===== src/rtl/xed_pkg.sv =====
//------------------------------------------------------------------------------
// XML entity decoder package
// Trie node codes, burst record and the spelling tables of the six entities.
//------------------------------------------------------------------------------
package xed_pkg;

   localparam int unsigned MaxBurst = 6;

   typedef enum logic [4:0] {
      N_NONE = 5'd0,
      N_AMP  = 5'd1,
      N_L    = 5'd2,
      N_LT   = 5'd3,
      N_G    = 5'd4,
      N_GT   = 5'd5,
      N_A    = 5'd6,
      N_AM   = 5'd7,
      N_AMP_NAME = 5'd8,
      N_AP   = 5'd9,
      N_APO  = 5'd10,
      N_APOS = 5'd11,
      N_Q    = 5'd12,
      N_QU   = 5'd13,
      N_QUO  = 5'd14,
      N_QUOT = 5'd15,
      N_N    = 5'd16,
      N_NB   = 5'd17,
      N_NBS  = 5'd18,
      N_NBSP = 5'd19
   } node_type;

   typedef logic [MaxBurst-1:0][7:0] text_type;

   typedef struct packed {
      text_type   bytes;
      logic [2:0] count;
      logic       text_end;
   } burst_type;

   function automatic node_type child(input node_type node, input logic [7:0] b);
      node_type r;
      r = N_NONE;
      case (node)
         N_AMP: begin
            if (b == "l") r = N_L;
            else if (b == "g") r = N_G;
            else if (b == "a") r = N_A;
            else if (b == "q") r = N_Q;
            else if (b == "n") r = N_N;
         end
         N_L:   if (b == "t") r = N_LT;
         N_G:   if (b == "t") r = N_GT;
         N_A: begin
            if (b == "m") r = N_AM;
            else if (b == "p") r = N_AP;
         end
         N_AM:  if (b == "p") r = N_AMP_NAME;
         N_AP:  if (b == "o") r = N_APO;
         N_APO: if (b == "s") r = N_APOS;
         N_Q:   if (b == "u") r = N_QU;
         N_QU:  if (b == "o") r = N_QUO;
         N_QUO: if (b == "t") r = N_QUOT;
         N_N:   if (b == "b") r = N_NB;
         N_NB:  if (b == "s") r = N_NBS;
         N_NBS: if (b == "p") r = N_NBSP;
         default: r = N_NONE;
      endcase
      return r;
   endfunction

   function automatic logic [7:0] decode(input node_type node);
      logic [7:0] r;
      case (node)
         N_LT:       r = "<";
         N_GT:       r = ">";
         N_AMP_NAME: r = "&";
         N_APOS:     r = 8'h27;
         N_QUOT:     r = 8'h22;
         N_NBSP:     r = " ";
         default:    r = 8'h00;
      endcase
      return r;
   endfunction

   function automatic logic [2:0] node_len(input node_type node);
      logic [2:0] r;
      case (node)
         N_AMP:                              r = 3'd1;
         N_L, N_G, N_A, N_Q, N_N:            r = 3'd2;
         N_LT, N_GT, N_AM, N_AP, N_QU, N_NB: r = 3'd3;
         N_AMP_NAME, N_APO, N_QUO, N_NBS:    r = 3'd4;
         N_APOS, N_QUOT, N_NBSP:             r = 3'd5;
         default:                            r = 3'd0;
      endcase
      return r;
   endfunction

   // Byte 0 of the result holds the first character of the spelling.
   function automatic text_type node_text(input node_type node);
      text_type r;
      case (node)
         N_AMP:      r = {8'h00, 8'h00, 8'h00, 8'h00, 8'h00, "&"};
         N_L:        r = {8'h00, 8'h00, 8'h00, 8'h00, "l", "&"};
         N_LT:       r = {8'h00, 8'h00, 8'h00, "t", "l", "&"};
         N_G:        r = {8'h00, 8'h00, 8'h00, 8'h00, "g", "&"};
         N_GT:       r = {8'h00, 8'h00, 8'h00, "t", "g", "&"};
         N_A:        r = {8'h00, 8'h00, 8'h00, 8'h00, "a", "&"};
         N_AM:       r = {8'h00, 8'h00, 8'h00, "m", "a", "&"};
         N_AMP_NAME: r = {8'h00, 8'h00, "p", "m", "a", "&"};
         N_AP:       r = {8'h00, 8'h00, 8'h00, "p", "a", "&"};
         N_APO:      r = {8'h00, 8'h00, "o", "p", "a", "&"};
         N_APOS:     r = {8'h00, "s", "o", "p", "a", "&"};
         N_Q:        r = {8'h00, 8'h00, 8'h00, 8'h00, "q", "&"};
         N_QU:       r = {8'h00, 8'h00, 8'h00, "u", "q", "&"};
         N_QUO:      r = {8'h00, 8'h00, "o", "u", "q", "&"};
         N_QUOT:     r = {8'h00, "t", "o", "u", "q", "&"};
         N_N:        r = {8'h00, 8'h00, 8'h00, 8'h00, "n", "&"};
         N_NB:       r = {8'h00, 8'h00, 8'h00, "b", "n", "&"};
         N_NBS:      r = {8'h00, 8'h00, "s", "b", "n", "&"};
         N_NBSP:     r = {8'h00, "p", "s", "b", "n", "&"};
         default:    r = '0;
      endcase
      return r;
   endfunction

endpackage


===== src/rtl/xml_entity_decoder.sv =====
//------------------------------------------------------------------------------
// XML entity decoder
// Streaming decoder for the entities lt, gt, amp, quot, apos and nbsp.
//------------------------------------------------------------------------------
// Requests carry one byte of escaped text (req_in_byte) and an end-of-text
// flag (req_in_end) on a valid/ready channel. Each request yields zero to six
// decoded bytes on the rsp_ channel; rsp_run_last marks the last byte caused
// by a request and rsp_text_end the final byte of the text.
// A request is decoded in the cycle it is accepted and its bytes appear on
// the response port from the next cycle, one byte per cycle while rsp_ready
// is high. A request that only extends a partial entity produces no response.
// Throughput is one request per cycle while each request yields at most one
// byte and rsp_ready is high. A request that yields more bytes holds
// req_ready low while the single burst register drains them; the next
// request is taken in the cycle the last byte leaves.
// Reset clears the held entity prefix and empties the burst register.
// When the receiver stalls, the current byte is held and req_ready stays low
// until the last byte of the burst is taken.
//------------------------------------------------------------------------------
module xml_entity_decoder (
   input  logic       clock,
   input  logic       reset,
   input  logic       req_valid,
   output logic       req_ready,
   input  logic [7:0] req_in_byte,
   input  logic       req_in_end,
   output logic       rsp_valid,
   input  logic       rsp_ready,
   output logic [7:0] rsp_out_byte,
   output logic       rsp_run_last,
   output logic       rsp_text_end
);

   xed_pkg::burst_type burst;

   xed_step u_step (
      .clock   (clock),
      .reset   (reset),
      .accept  (req_valid && req_ready),
      .in_byte (req_in_byte),
      .in_end  (req_in_end),
      .burst   (burst)
   );

   xed_burst u_burst (
      .clock        (clock),
      .reset        (reset),
      .req_valid    (req_valid),
      .req_ready    (req_ready),
      .burst        (burst),
      .rsp_valid    (rsp_valid),
      .rsp_ready    (rsp_ready),
      .rsp_out_byte (rsp_out_byte),
      .rsp_run_last (rsp_run_last),
      .rsp_text_end (rsp_text_end)
   );

endmodule


===== src/rtl/xed_step.sv =====
//------------------------------------------------------------------------------
// XML entity decoder match step
// Holds the trie node and turns one request into a burst of decoded bytes.
//------------------------------------------------------------------------------
module xed_step (
   input  logic               clock,
   input  logic               reset,
   input  logic               accept,
   input  logic [7:0]         in_byte,
   input  logic               in_end,
   output xed_pkg::burst_type burst
);

   xed_pkg::node_type match_node_ff, match_node_in;

   always_comb begin
      xed_pkg::node_type nx;
      xed_pkg::node_type nxt;
      xed_pkg::text_type ta;
      xed_pkg::text_type tc;
      logic              fail;
      logic              fresh;
      logic              put_b;
      logic [7:0]        b_val;
      logic [2:0]        la;
      logic [2:0]        lb;
      logic [2:0]        lc;
      logic [2:0]        pos;
      nx    = xed_pkg::child(match_node_ff, in_byte);
      nxt   = xed_pkg::N_NONE;
      fail  = 1'b0;
      fresh = 1'b1;
      put_b = 1'b0;
      b_val = in_byte;
      if (match_node_ff != xed_pkg::N_NONE) begin
         fresh = 1'b0;
         if (in_byte == ";" && xed_pkg::decode(match_node_ff) != 8'h00) begin
            put_b = 1'b1;
            b_val = xed_pkg::decode(match_node_ff);
         end else if (nx != xed_pkg::N_NONE) begin
            nxt = nx;
         end else begin
            fail  = 1'b1;
            fresh = 1'b1;
         end
      end
      if (fresh) begin
         if (in_byte == "&") begin
            nxt = xed_pkg::N_AMP;
         end else begin
            put_b = 1'b1;
         end
      end
      ta = fail ? xed_pkg::node_text(match_node_ff) : '0;
      la = fail ? xed_pkg::node_len(match_node_ff) : 3'd0;
      tc = in_end ? xed_pkg::node_text(nxt) : '0;
      lc = in_end ? xed_pkg::node_len(nxt) : 3'd0;
      lb = {2'b00, put_b};
      match_node_in = in_end ? xed_pkg::N_NONE : nxt;

      burst.bytes = '0;
      for (int i = 0; i < xed_pkg::MaxBurst; i++) begin
         pos = 3'(i) - la - lb;
         if (3'(i) < la) begin
            burst.bytes[i] = ta[i];
         end else if (put_b && 3'(i) == la) begin
            burst.bytes[i] = b_val;
         end else if (pos < 3'(xed_pkg::MaxBurst)) begin
            burst.bytes[i] = tc[pos];
         end
      end
      burst.count    = la + lb + lc;
      burst.text_end = in_end;
   end

   always_ff @(posedge clock) begin
      if (reset) begin
         match_node_ff <= xed_pkg::N_NONE;
      end else if (accept) begin
         match_node_ff <= match_node_in;
      end
   end

endmodule


===== src/rtl/xed_burst.sv =====
//------------------------------------------------------------------------------
// XML entity decoder output burst
// Result register that holds one burst and hands it out a byte per cycle while rsp_ready is high.
//------------------------------------------------------------------------------
module xed_burst (
   input  logic               clock,
   input  logic               reset,
   input  logic               req_valid,
   output logic               req_ready,
   input  xed_pkg::burst_type burst,
   output logic               rsp_valid,
   input  logic               rsp_ready,
   output logic [7:0]         rsp_out_byte,
   output logic               rsp_run_last,
   output logic               rsp_text_end
);

   logic [7:0] buf_ff [xed_pkg::MaxBurst];
   logic [2:0] cnt_ff;
   logic [2:0] idx_ff;
   logic       end_ff;
   logic       valid_ff;
   logic       last;
   logic       take;
   logic       load;

   assign last         = (idx_ff == cnt_ff - 3'd1);
   assign take         = valid_ff && rsp_ready;
   assign req_ready    = !valid_ff || (rsp_ready && last);
   assign load         = req_valid && req_ready && (burst.count != 3'd0);
   assign rsp_valid    = valid_ff;
   assign rsp_out_byte = buf_ff[idx_ff];
   assign rsp_run_last = last;
   assign rsp_text_end = last && end_ff;

   always_ff @(posedge clock) begin
      if (reset) begin
         valid_ff <= 1'b0;
         idx_ff   <= 3'd0;
      end else if (load) begin
         valid_ff <= 1'b1;
         idx_ff   <= 3'd0;
      end else if (take && last) begin
         valid_ff <= 1'b0;
         idx_ff   <= 3'd0;
      end else if (take) begin
         idx_ff   <= idx_ff + 3'd1;
      end
   end

   always_ff @(posedge clock) begin
      if (load) begin
         for (int i = 0; i < xed_pkg::MaxBurst; i++) begin
            buf_ff[i] <= burst.bytes[i];
         end
         cnt_ff <= burst.count;
         end_ff <= burst.text_end;
      end
   end

endmodule


===== config.mk =====
export PLATFORM = sky130hd
export DESIGN_NAME = xml_entity_decoder
export DESIGN_NICKNAME = d
export VERILOG_FILES = /design/src/rtl/xed_pkg.sv /design/src/rtl/xml_entity_decoder.sv /design/src/rtl/xed_step.sv /design/src/rtl/xed_burst.sv
export SDC_FILE = /design/constraint.sdc
export NUM_CORES = 1
export LEC_CHECK = 0
export CAP_MARGIN = 20
export CORE_MARGIN = 2
export CORE_UTILIZATION = 50
export CTS_CLUSTER_DIAMETER = 80
export DETAILED_ROUTE_END_ITERATION = 12
export DONT_BUFFER_PORTS = 1
export PLACE_DENSITY = 0.66
export RECOVER_POWER = 25
export SYNTH_ARGS = -nofsm -noshare
export SYNTH_HDL_FRONTEND = slang
export SYNTH_HIERARCHICAL = 1
export SYNTH_SLANG_ARGS = --single-unit

===== constraint.sdc =====
create_clock -name clock -period 9 [get_ports clock]
set_clock_uncertainty 0.1 [all_clocks]
set_input_delay 0.9 -clock clock [delete_from_list [all_inputs] [get_ports clock]]
set_output_delay 0.9 -clock clock [all_outputs]
set_load 0.03 [all_outputs]

Yosys cells after proc, flatten, opt, wreduce, memory -nomap -nowiden
Memories as Yosys holds them, arrays and structs flattened. A register that Yosys moved wholly into a read port is not among the register bits. Cells that the tools add are included.

Add/subtract/negate cells: 16. Magnitude comparators: 18. Equality and inequality tests: 39. Muxes and demuxes: 81. Reductions and logical operators: 22.

Operator list (number): $mux W8 (27); $bmux W8 S3 (6); $eq A8 B7 Y1 const B (12); $mux W48 (2); $mux W5 (19); $pmux W5 S13 (1); $eq A5 B4 Y1 const B (8); $pmux W6 S6 (1); $mux W4 (7); $lt A3 B4 Y1 const B (6); $eq A5 B3 Y1 const B (4); $eq A5 B5 Y1 const B (4); $lt A3 B3 Y1 const B (6); $sub A3 B1 Y3 (6); $eq A8 B6 Y1 const B (2); $mux W3 (5); $logic_and A1 B1 Y1 (13); $mux W1 (12); $eq A5 B2 Y1 const B (2); $reduce_bool A5 Y1 (2); $reduce_bool A8 Y1 (1); $eq A2 B3 Y1 const A (2); $eq A3 B3 Y1 const A (2); $lt A1 B3 Y1 const A (2); other kinds (19) (24).

Flip-flop bits (word level): 13. Bits in writable memories: 48. ROM bits: 2112. Output and inout bits: 12. Logic and storage cells: 186. Memories kept: 5.

Memories: (name not given) (depth 32, width 30, read ports 1, clocked after Yosys merged registers in 1, wr ports 0, line xed_pkg.sv:101) `case (node)`; (name not given) (depth 32, width 30, read ports 1, clocked after Yosys merged registers in 0, wr ports 0, line xed_pkg.sv:101); (name not given) (depth 32, width 3, read ports 1, clocked after Yosys merged registers in 1, wr ports 0, line xed_pkg.sv:87) `case (node)`; (name not given) (depth 32, width 3, read ports 1, clocked after Yosys merged registers in 0, wr ports 0, line xed_pkg.sv:87); u_burst.buf_ff (depth 6, width 8, read ports 1, clocked after Yosys merged registers in 1, wr ports 6, line xed_burst.sv:18) `logic [7:0] buf_ff [xed_pkg::MaxBurst];`.

Longest topological paths before layout
An unclocked memory read counts as a cell.

Depth in word-level cells: 20. Mapped depth: 18. Gate-level depth less buffers: 15.

Hierarchy
Netlist, hierarchy kept.

By module, submodules not included: xed_step (times used 1, cells each 695, area each 4659.5 µm²); xed_burst (times used 1, cells each 127, area each 2270.9 µm²); xml_entity_decoder (times used 1, cells each 1, area each 6.3 µm²).

Least setup slack after synthesis
Ideal clock, no wire load.

Kind: input to register. From: input port req_in_byte[3]. To: memory u_burst.buf_ff[0][0], enable pin. Setup time: 0.479 ns. Data arrival time: 6.293 ns. Data required time: 8.421 ns. Setup slack: 2.128 ns. Cell stages on the path: 16. Buffers on the path: 3. Cells stage by stage: buf_4 > or4b_1 > buf_4 > a2111oi_0 > o21bai_1 > nand4_1 > buf_2 > inv_1 > ha_1 > nor3_1 > a21oi_1 > a21o_1 > fa_1 > xor2_1 > o31ai_1 > a21oi_1.

RTL lines: start: declaration (line xml_entity_decoder.sv:25) `input logic [7:0] req_in_byte,`; end: declaration (line xed_burst.sv:18).

==> results.sh <==
export IMPL_die_w_um=121.8
export IMPL_violations="max-capacitance violations, max-slew violations"
export IMPL_slew_headroom_pct=-26.72
export IMPL_grt_max_degree=53
export IMPL_cts_resized=0
export IMPL_arrival_ns=6.95
export IMPL_cts_buffers=9
export IMPL_cts_setup_buffers=0
export IMPL_dieHeight_um=121.8
export IMPL_diodes=0
export IMPL_tightest_slew_ns=1.883
export IMPL_final_hold_violation_count=0
export IMPL_antenna_found_initial=0
export IMPL_async_reset_ff_share_pct=0
export IMPL_clk_pin_slew_worst_paths_ns=0.06
export IMPL_synth_edff_count=52
export IMPL_slew_viol_final=11
export IMPL_finalCriticalPeriod_ns=6.792
export IMPL_r2r_slack_ns=2.21
export IMPL_area_delta_synth_final_pct=4.275
export IMPL_seqPwrFrac_pct=51.0
export IMPL_timing_fmax_mhz=147.2
export IMPL_fin_ws_ns=2.208
export IMPL_num_rows=43
export IMPL_syn_nets=856
export IMPL_multi_input_area_sq_mm=0.004315
export IMPL_regArea_sq_mm=0.002242
export IMPL_grt_pass1_wl_um=37440
export IMPL_start_util_pct=50.56
export IMPL_switching_power_mw=0.1974
export IMPL_cts_root_buf="clkbuf_16"
export IMPL_drv_cap=1
export IMPL_place_area_sq_mm=0.006928
export IMPL_rsz0062_at_grt="false"
export IMPL_p_clk_share_pct=42.2
export IMPL_endpoint_kind="flip-flop"
export IMPL_fill_cells=1301
export IMPL_finalCritPeriodShare_pct=75.47
export IMPL_antenna_left=0
export IMPL_grt_pass1_vias=6184
export IMPL_design_area_sq_mm=0.007233
export IMPL_power_density_mw_per_mm2=118.9
export IMPL_ys_seq_area_share_pct=32.32
export IMPL_wl_per_cell_um=25.63
export IMPL_synth_avg_cell_area_sq_um=8.428
export IMPL_hp_class="reg -> reg"
export IMPL_critPathLaunch="u_step/match_node_ff[1]$_SDFFE_PP0P_"
export IMPL_gr_total_overflow=0
export IMPL_reg2reg_from="u_step/match_node_ff[1]$_SDFFE_PP0P_"
export IMPL_p_int_mw=0.6626
export IMPL_synth_seq_cells=86
export IMPL_ir_drop_v=0.0001019
export IMPL_outcome="finished, violations left"
export IMPL_p_comb_share_pct=6.8
export IMPL_drive_gt1_share_pct=8.651
export IMPL_dr_total_vias=6743
export IMPL_hpwl_um=18870
export IMPL_synthDistinctLibCells=98
export IMPL_io_buffers=0
export IMPL_setup_viol=0
export IMPL_switching_share_pct=22.95
export IMPL_syn_inst=823
export IMPL_critPathMaxFanout=15
export IMPL_yosys_warnings=6
export IMPL_dieArea_sq_mm=0.01483
export IMPL_clock_path_buffers=2
export IMPL_p_leak_nw=2.558
export IMPL_setup_tns_ns=0
export IMPL_fp_coreArea_sq_mm=0.01372
export IMPL_clk_latency_ns=0.35
export IMPL_drt_pass1_iter_count=6
export IMPL_synth_area_sq_mm=0.006937
export IMPL_clock_sinks=86
export IMPL_io_pins=25
export IMPL_via_per_inst=6.980
export IMPL_worstRegToRegCells=13
export IMPL_critical_path_class="reg -> reg"
export IMPL_fin_nets=814
export IMPL_track_usage_pct=33.92
export IMPL_required_ns=9.15
export IMPL_place_gp_congestion=1.040
export IMPL_utilization_pct=52.72
export IMPL_cts_tree="yes"
export IMPL_htreeDepth=3
export IMPL_drc=0
export IMPL_drt_iter0_drc=871
export IMPL_critPathLaunchType="flip-flop"
export IMPL_pre_cts_ws_ns=3.033
export IMPL_dominantRegCellSynth="edfxtp_1"
export IMPL_ctsHoldBuffers=0
export IMPL_finalWirelength_um=24760
export IMPL_min_delay_start="u_burst/idx_ff[2]$_SDFFE_PP0P_"
==> worst min-delay path by stage <==
stage | slack [ns] | to | depth (start not counted)
after floorplan | 0.37 | flip-flop | 2
after global placement | 0.38 | flip-flop | 2
after detailed placement | 0.43 | u_burst/idx_ff[2]$_SDFFE_PP0P_ | 2
after CTS | 0.44 | u_burst/idx_ff[2]$_SDFFE_PP0P_ | 2
after global routing | 0.45 | u_burst/idx_ff[2]$_SDFFE_PP0P_ | 2
final | 0.44 | u_burst/idx_ff[2]$_SDFFE_PP0P_ | 2
==> area by class of cell <==
| type | instances | share of cell area (%) |
|---|---|---|
| Multi-Input combinational cell | 653 | 59.66 |
| Sequential cell | 86 | 31.00 |
| Clock buffer | 13 | 3.754 |
| Tap cell | 180 | 3.114 |
| Inverter | 27 | 1.418 |
| Timing Repair Buffer | 4 | 0.6919 |
| Clock inverter | 3 | 0.3633 |
==> power by group through the flow <==
stage / logic (mW) / clock network, mW / registers, mW
finish: 0.0585 / 0.363 / 0.438
detailed placement: 0.0559 / 0 / 0.448
floorplan: 0.0507 / 0 / 0.445
global route: 0.0623 / 0.381 / 0.440
global placement: 0.0554 / 0 / 0.447
CTS: 0.0561 / 0.367 / 0.440
==> layout by cell type (no fill, tap or decap), types with 9 or more instances in the layout <==
master and n:
nand2_1 89, a21oi_1 81, nor2_1 68, edfxtp_1 52
o21ai_0 34, dfxtp_1 34, nor3_1 34, inv_1 23
nor4_1 22, nand3_1 21, ha_1 18, o211ai_1 15
mux2i_1 13, o21ai_1 13, a22oi_1 13, clkbuf_16 10
and2_1 10, and3_1 9, a31oi_1 9, o22ai_1 9
nand4_1 9, a21o_1 9
==> synthesized netlist by cell type (4+ instances only) <==
library cell / count / area, sq um
o21bai_1: 4 / 30.03
inv_1: 23 / 86.33
nand3_1: 21 / 105.1
ha_1: 18 / 225.2
a21o_1: 9 / 67.56
o2111ai_1: 6 / 52.55
buf_2: 15 / 75.07
o211ai_1: 15 / 112.6
o21a_1: 5 / 37.54
nor3_1: 34 / 170.2
dfxtp_1: 34 / 680.7
nand3b_1: 6 / 45.04
or4_1: 4 / 30.03
nand2_1: 89 / 334.1
xor2_1: 7 / 61.31
a2bb2oi_1: 4 / 35.03
nor2b_1: 6 / 37.54
nand4_1: 9 / 56.30
nand2b_1: 8 / 50.05
a31oi_1: 9 / 56.30
o21ai_0: 34 / 170.2
a21oi_1: 82 / 410.4
and2_1: 12 / 75.07
nor2_1: 68 / 255.2
a211oi_1: 7 / 52.55
nor4_1: 21 / 131.4
a2111oi_0: 4 / 35.03
and3_1: 9 / 56.30
o21ai_1: 13 / 65.06
o31ai_1: 9 / 67.56
buf_4: 7 / 52.55
edfxtp_1: 52 / 1562
clkbuf_1: 30 / 112.6
or3_1: 4 / 25.02
o22ai_1: 9 / 56.30
or4b_1: 6 / 60.06
a22oi_1: 13 / 97.59
mux4_2: 8 / 180.2
xnor2_1: 5 / 43.79
or3b_2: 5 / 43.79
mux2i_1: 13 / 130.1
==> worst max-delay path, cell delays in order (launching register included) <==
cell       delay (ns)
dfxtp_1          0.65
or2_0            0.54
nor4_1           0.12
o2111ai_1        0.60
nand4_1          0.28
nor4_1           1.48
and2_0           0.46
inv_1            0.26
fa_1             0.50
xor2_1           0.19
o31ai_1          0.70
inv_1            0.15
a311o_2          0.47
a21oi_1          0.18
==> through the flow <==
stage,hold WS (ns),std cells,power [mW]
after floorplan,0.3675,823,0.4958
after global placement,0.3828,949,0.5028
after detailed placement,0.4267,949,0.5042
after CTS,0.4355,965,0.8626
after global routing,0.4507,966,0.8834
final,0.4361,966,0.8600
==> cells by family after synthesis <==
family	after synthesis	share of synthesized area, %
and+or+nand+nor	332	25.43
AOI/OAI and AO/OA	265	25.78
DFF	86	32.32
buffers and inverters	84	5.537
muxes	21	4.473
adders and majority gates	20	3.824
xor gates and xnor gates	15	2.633
==> metal layers <==
metal | wire (um) | GRT usage [%] | vias up
met5 | 0 | 0 | -
met4 | 1218 | 15.52 | 0
met3 | 2378 | 7.069 | 88
met2 | 11400 | 54.12 | 424
met1 | 9769 | 44.21 | 3204
li1 | - | - | 3027
Note: power is estimated with default switching activity, not from simulation.
